--- config.mk ---
export PLATFORM = sky130hd
export DESIGN_NAME = mhpq_ram
export DESIGN_NICKNAME = d
export VERILOG_FILES = /design/src/rtl/core/mhpq_ram.sv
export SDC_FILE = /design/constraint.sdc
export NUM_CORES = 1
export LEC_CHECK = 0
export BUFFER_PORTS_ARGS = -buffer_cell sky130_fd_sc_hd__buf_2
export CAP_MARGIN = 20
export CORE_ASPECT_RATIO = 0.6
export CORE_MARGIN = 4
export CORE_UTILIZATION = 63
export CTS_BUF_LIST = sky130_fd_sc_hd__clkbuf_4 sky130_fd_sc_hd__clkbuf_8
export DETAILED_ROUTE_END_ITERATION = 8
export PLACE_DENSITY_LB_ADDON = 0.12
export SLEW_MARGIN = 25
export SYNTH_ARGS = -nofsm -noshare
export SYNTH_HDL_FRONTEND = slang
export SYNTH_SLANG_ARGS = --single-unit
--- constraint.sdc ---
create_clock -name clk -period 2.5 [get_ports clk]
set_input_delay 0.375 -clock clk [delete_from_list [all_inputs] [get_ports clk]]
set_output_delay 0.375 -clock clk [all_outputs]
set_load 0.05 [all_outputs]
--- src/rtl/core/mhpq_ram.sv ---
`default_nettype none
module mhpq_ram #(
  parameter int WIDTH = 8,
  parameter int DEPTH = 16
) (
  input  wire logic                     clk,
  input  wire logic                     we,
  input  wire logic [$clog2(DEPTH)-1:0] waddr,
  input  wire logic [WIDTH-1:0]         wdata,
  input  wire logic [$clog2(DEPTH)-1:0] raddr,
  output logic      [WIDTH-1:0]         rdata
);
  logic [WIDTH-1:0] mem [DEPTH];
  always_ff @(posedge clk) begin
    if (we) mem[waddr] <= wdata;
    rdata <= mem[raddr];
  end
endmodule
`default_nettype wire

==> results of run 1 <==
kinds of logic (layout without fill, tap and decap cells):
kind of cell           count (synthesis)  in the layout
AO/OA/AOI/OAI                         16             16
multiplexers                          32             32
flip-flops                           136            136
buffers and inverters                 10             76
AND/OR/NAND/NOR                       35             35
power by group:
| part | switching [mW] | total, mW | internal (mW) |
|---|---|---|---|
| logic | 0.179 | 0.281 | 0.102 |
| clock network | 0.799 | 1.70 | 0.899 |
| registers | 0.0194 | 2.57 | 2.55 |
cell usage after synthesis, drive strengths merged:
library cell | number | share of area [%]
nor2b | 1 | 0.12
a22oi | 16 | 2.3
dfxtp | 8 | 3.1
nor3 | 4 | 0.39
nand2 | 9 | 0.66
buf | 7 | 1.1
or3b | 1 | 0.17
nand2b | 2 | 0.24
and2 | 1 | 0.12
mux4 | 32 | 15
edfxtp | 128 | 75
nand3 | 1 | 0.097
and2b | 1 | 0.15
clkdlybuf4s25 | 3 | 0.58
nand3b | 2 | 0.29
nor2 | 13 | 0.95
registers in the layout (all words and copies together), names as in the netlist:
name and cells:
rdata 8, mem 128
worst register-to-register path: cells and delay by family, from the launching register on:
| family | cells | cell delay (ns) |
|---|---|---|
| multiplexers | 1 | 0.53 |
| flip-flops | 1 | 0.36 |
| AO/OA/AOI/OAI | 1 | 0.29 |
| AND/OR/NAND/NOR | 1 | 0.07 |
worst max path at each step:
stage	start	endpoint
floorplan	waddr[2]	mem[0][0]
global placement	raddr[0]	rdata[4]
detailed placement	raddr[0]	rdata[4]
CTS	rdata[6]	rdata[6]
global route	rdata[6]	rdata[6]
finish	rdata[6]	rdata[6]
layout make-up:
class,instances,area [um^2]
flip-flops and latches,136,4004
multi-input cells,83,1057
well taps,108,135.1
clock inverters,14,131.4
repair buffers,44,292.8
fillers,433,2046
clock buffers,18,247.7
metal layers:
layer	global-route usage (%)	share of wire (%)	up-vias
li1	-	-	1078
met1	32.62	45	1248
met2	31.20	45	120
met3	6.730	8.6	12
met4	6.565	1.2	0
met5	0	0	-
per-stage QoR:
step	instances	power (mW)	utilization (%)
6_report	403	4.544	74.15
5_1_grt	403	4.722	74.15
4_1_cts	403	4.583	74.15
3_5_place_dp	371	2.899	69.36
3_3_place_gp	371	2.892	69.36
2_1_floorplan	229	2.790	-
==> flow_metrics.tcl, run 1 <==
set metrics [dict create \
    status "completed" \
    gp_congestion 0.7825 \
    synthDistinctLibCells 19 \
    syn_area_um2 5147 \
    grt_pass1_vias 2476 \
    synth-adder-area-share_pct 0 \
    grt_util_all_layers_pct 21.67 \
    preCtsSetupSlack_ns 0.6475 \
    synth_nets 247 \
    cts_made_buffers 17 \
    layout-area-overhead-vs-synth_pct 14.00 \
    drt-total-wl_mm 9.524 \
    path_delay_family "flip-flops" \
    path_clk_slew_ns 0.08 \
    cts_hold_buf 0 \
    p_leak_nw 1.999 \
    dr_total_vias 2458 \
    finalCritPeriodShare_pct 58.58 \
    power.density_nw_per_um2 774.3 \
    path_depth 1 \
    final_area_um2 5868 \
    setup_tns_ns 0 \
    maxCapViolations 0 \
    grt_max_degree 33 \
    synth_mux_area_share_pct 15.02 \
    cp.buffers_inverters 1 \
    end_kind "output pin" \
    netlist_instances 229 \
    std_cell_rows 25 \
    cp.required_ns 2.12 \
    diodes 0 \
    holdWs_ns 0.3259 \
    synth_xor_area_share_pct 0 \
    start_util_pct 65.04 \
    cts_sinks 136 \
    grt.overflow.total 0 \
    layout_common_cells "128 x edfxtp_1, 25 x buf_2, 18 x mux4_2, 18 x clkbuf_8, 17 x buf_4" \
    io_pins 26 \
    max_stage_delay_ns 0.38 \
    clkLatencyLatePin_ns 0.42 \
    synth_top_family_by_area "multiplexers" \
    cts-root-buf "clkbuf_8" \
    setup_viol 0 \
    io_buffers 25 \
    die_area_um2 9728 \
    placed_cell_area_um2 5489 \
    drt-initial-drc-count 335 \
    crit_slowest_cell "dfxtp_1" \
    synth_seq_area_share_pct 77.78 \
    skew_ns 0.006907 \
    wl_per_cell_um 23.63 \
    rsz0062_at_grt "false" \
    ys_seq_elements 136 \
    min_from "wdata[1]" \
    drv_slew 0 \
    drive_gt1_share_pct 32.20 \
    vias_per_cell 6.099 \
    criticalPathCategory "flop to output pin" \
    fin_crit_ns 1.465 \
    grt_pass1_wl_mm 14.89 \
    dr.pass1.iters 5 \
    antenna_found_initial 0 \
    drc 0 \
    core_area_um2 7914 \
    cts_buffer_depth 2 \
    hold_end "mem[12][1]" \
    synth_area_per_cell_um2 22.48 \
    cts_tree "built" \
    worst_slack_ns 1.035 \
    hold_class "input pin to flop" \
    hold_viol 0 \
    fmax_mhz 682.8 \
    crit_fanout 1 \
    ant_nets 0 \
    hpwlAfterDp_mm 6.124 \
    yosys.area_share.simple_pct 3.184 \
    r2r_setup_slack_ns 1.14 \
    ys_warn_count 0 \
    cp-start-kind "flop" \
    cts_setup_buffers 0 \
    die_w_um 124.7 \
    rr_startpoint "mem[10][4]" \
    tightest_slew_ns 0.7405 \
    final_common_cell "edfxtp_1" \
    htreeDepth 4 \
    nNetsFinal 300 \
    worstPathCellList "buf_2" \
    cp.arrival_ns 1.09 \
    slew_headroom_pct 50.53 \
    cts_resized 0 \
    holdPathStages 1 \
    dieHeight_um 78.02 \
    ir_worst_vdd_v 0.0004852 \
    r2r_cells 3 \
    r2r_end "rdata[4]" \
    synth-compound-area-share_pct 2.333 \
]
No activity file was read; power rests on OpenSTA's default activity.
==> run 2, diff against run 1 <==
ABC_AREA = 1   (was not set)
clock period = 1.4 ns   (was 2.5 ns; I/O delays follow)
==> run 2 against run 1 <==
Net effect:
- count of clock-buffer cells in the layout rose by 7
- first-iteration DRC count rose by 38%
- flip-flop and latch count did not move
- worst setup slack got worse by 0.92 ns
- cell area rose by 10%
- clock power rose by 65%
==> flow_metrics.tcl, run 2 <==
set metrics [dict create \
    switching_share_pct 23.28 \
    die_area_um2 10800 \
    grt_pass1_wl_mm 19.74 \
    drt-total-wl_mm 12.38 \
    core_area_um2 8718 \
    final_area_um2 6469 \
    cp.arrival_ns 1.08 \
    finalCritPeriodShare_pct 92.04 \
    start_util_pct 66.15 \
    skew_ns 0.01255 \
    io_buffers 25 \
    crit_slowest_cell "dfxtp_1" \
    drt-initial-drc-count 462 \
    fmax_mhz 776.0 \
    synth_area_leaders "edfxtp_1 67%, nand2_1 11%, nand3_1 8.4%, inv_1 6.5%, dfxtp_1 2.8%" \
    cp.buffers_inverters 1 \
    drc 0 \
    largest_register "mem" \
    grt_max_degree 62 \
    p_comb_share_pct 8.1 \
    hpwlAfterDp_mm 8.032 \
    final_common_cell "nand2_1" \
    synth.top_cell.area_share_pct 66.65 \
    crit_fanout 1 \
    antenna_found_initial 0 \
    gp_congestion 0.8339 \
    top_regs "mem x128, rdata x8" \
    tightest_slew_ns 0.3644 \
    io_pins 26 \
    layout-area-overhead-vs-synth_pct 12.17 \
    path_delay_family "flip-flops" \
    htreeDepth 4 \
    die_w_um 131.5 \
    cp.required_ns 1.19 \
    hold_viol 0 \
    ys_warn_count 0 \
    ir_worst_vdd_v 0.001086 \
    status "completed" \
    std_cell_rows 26 \
    dr_total_vias 3909 \
    grt_pass1_vias 3706 \
    synth_seq_area_share_pct 69.43 \
    gr-usage-met2_pct 37.51 \
    use_met1_pct 36.21 \
    seqPwrFrac_pct 57.0 \
    intPower_mw 6.165 \
    path_clk_slew_ns 0.08 \
    yosysMostFrequentCell "nand2_1" \
    slew_headroom_pct 75.71 \
    cts_sinks 136 \
    ant_nets 0 \
    largest_reg_flops 128 \
    grt_busiest_layer "met2" \
    setup_tns_ns 0 \
    yosys_most_used_dff "edfxtp_1" \
    layout_common_cells "173 x nand2_1, 128 x edfxtp_1, 100 x inv_1, 97 x nand3_1, 25 x buf_2" \
    drive_gt1_share_pct 13.56 \
    synthDistinctLibCells 12 \
    cts_buffer_depth 2 \
    synthArstFlopShare_pct 0 \
    maxCapViolations 0 \
    synth_nets 569 \
    pwr-share-clk_pct 34.9 \
    synth_area_per_cell_um2 10.47 \
    clkLatencyLatePin_ns 0.44 \
    grtUsageMet3_pct 6.356 \
    placed_cell_area_um2 6126 \
    dieHeight_um 82.11 \
    power.density_nw_per_um2 1242 \
    cts_tree "built" \
    fin_crit_ns 1.289 \
    synth-edff-count 128 \
    cts_made_buffers 17 \
    worstPathCellList "buf_2" \
    nNetsFinal 617 \
    p_sw_mw 1.870 \
    cp-start-kind "flop" \
    cts_hold_buf 0 \
    end_kind "output pin" \
    p_leak_nw 2.862 \
    cts-root-buf "clkbuf_8" \
    netlist_instances 551 \
    cts_resized 0 \
    yosysTopAreaCell "edfxtp_1" \
    synth_common_cells "173 x nand2_1, 128 x edfxtp_1, 100 x inv_1" \
    setup_viol 0 \
    grt_util_all_layers_pct 25.03 \
    wl_per_cell_um 17.10 \
    drv_slew 0 \
    grt.overflow.total 0 \
    hold_class "input pin to flop" \
    syn_area_um2 5767 \
    max_stage_delay_ns 0.36 \
    dr.pass1.iters 5 \
    criticalPathCategory "flop to output pin" \
    vias_per_cell 5.399 \
    cts_setup_buffers 0 \
    diodes 0 \
    rsz0062_at_grt "false" \
    ys_seq_elements 136 \
]
[run 2: cell count changes after synthesis, sizes merged, moves of 4 or more]
cell / change
inv: +102
a22oi: -16
nor2: +4
nand2: +164
buf: +17
mux4: -32
nand3: +96
nor3: -4
[run 2: final timing paths]
path              startpoint    endpoint  slack [ns]  cells after the start
setup / recovery    rdata[1]    rdata[1]        0.11                      1
hold / removal      wdata[4]  mem[15][4]        0.14                      1
setup reg to reg  mem[10][6]    rdata[6]        0.36                      6
hold reg to reg    mem[2][4]    rdata[4]        0.66                      6
[run 2: power by group through the flow]
stage                     logic, mW  clock network (mW)  registers [mW]
final                         0.654                2.80            4.58
after global routing          0.719                3.03            4.58
after CTS                     0.654                2.84            4.58
after detailed placement      0.651                   0            4.67
after global placement        0.637                   0            4.66
after floorplan               0.321                   0            4.75
[run 2: layer usage]
| metal | up-vias | routed length (um) |
|---|---|---|
| li1 | 1873 | - |
| met1 | 1820 | 5685 |
| met2 | 202 | 5316 |
| met3 | 14 | 1232 |
| met4 | 0 | 148 |
| met5 | - | 0 |
[run 2: cell type report]
cell class / count / area [um^2]
Clock buffer: 25 / 312.8
Clock inverter: 7 / 30.03
Fill cell: 599 / 2250
Inverter: 102 / 382.9
Multi-Input combinational cell: 289 / 1214
Sequential cell: 136 / 4004
Tap cell: 112 / 140.1
Timing Repair Buffer: 53 / 385.4
[run 2: cells by family (layout without fill, tap and decap cells)]
family                 count (synthesis)  in the layout  synth area share, %
and+or+nand+nor                      289            289                21.05
DFF                                  136            136                69.43
buffers and inverters                126            187                9.525
[run 2: through the flow]
| stage | std cells | hold slack, ns | total power [mW] | setup WS, ns | util (%) |
|---|---|---|---|---|---|
| 2_1_floorplan | 551 | 0.3089 | 5.073 | 0.2392 | - |
| 3_3_place_gp | 692 | 0.5823 | 5.302 | 0.1438 | 70.26 |
| 3_5_place_dp | 692 | 0.5898 | 5.317 | 0.1230 | 70.26 |
| 4_1_cts | 724 | 0.1210 | 8.071 | 0.08656 | 74.20 |
| 5_1_grt | 724 | 0.1372 | 8.334 | 0.07964 | 74.20 |
| 6_report | 724 | 0.1407 | 8.035 | 0.1114 | 74.20 |
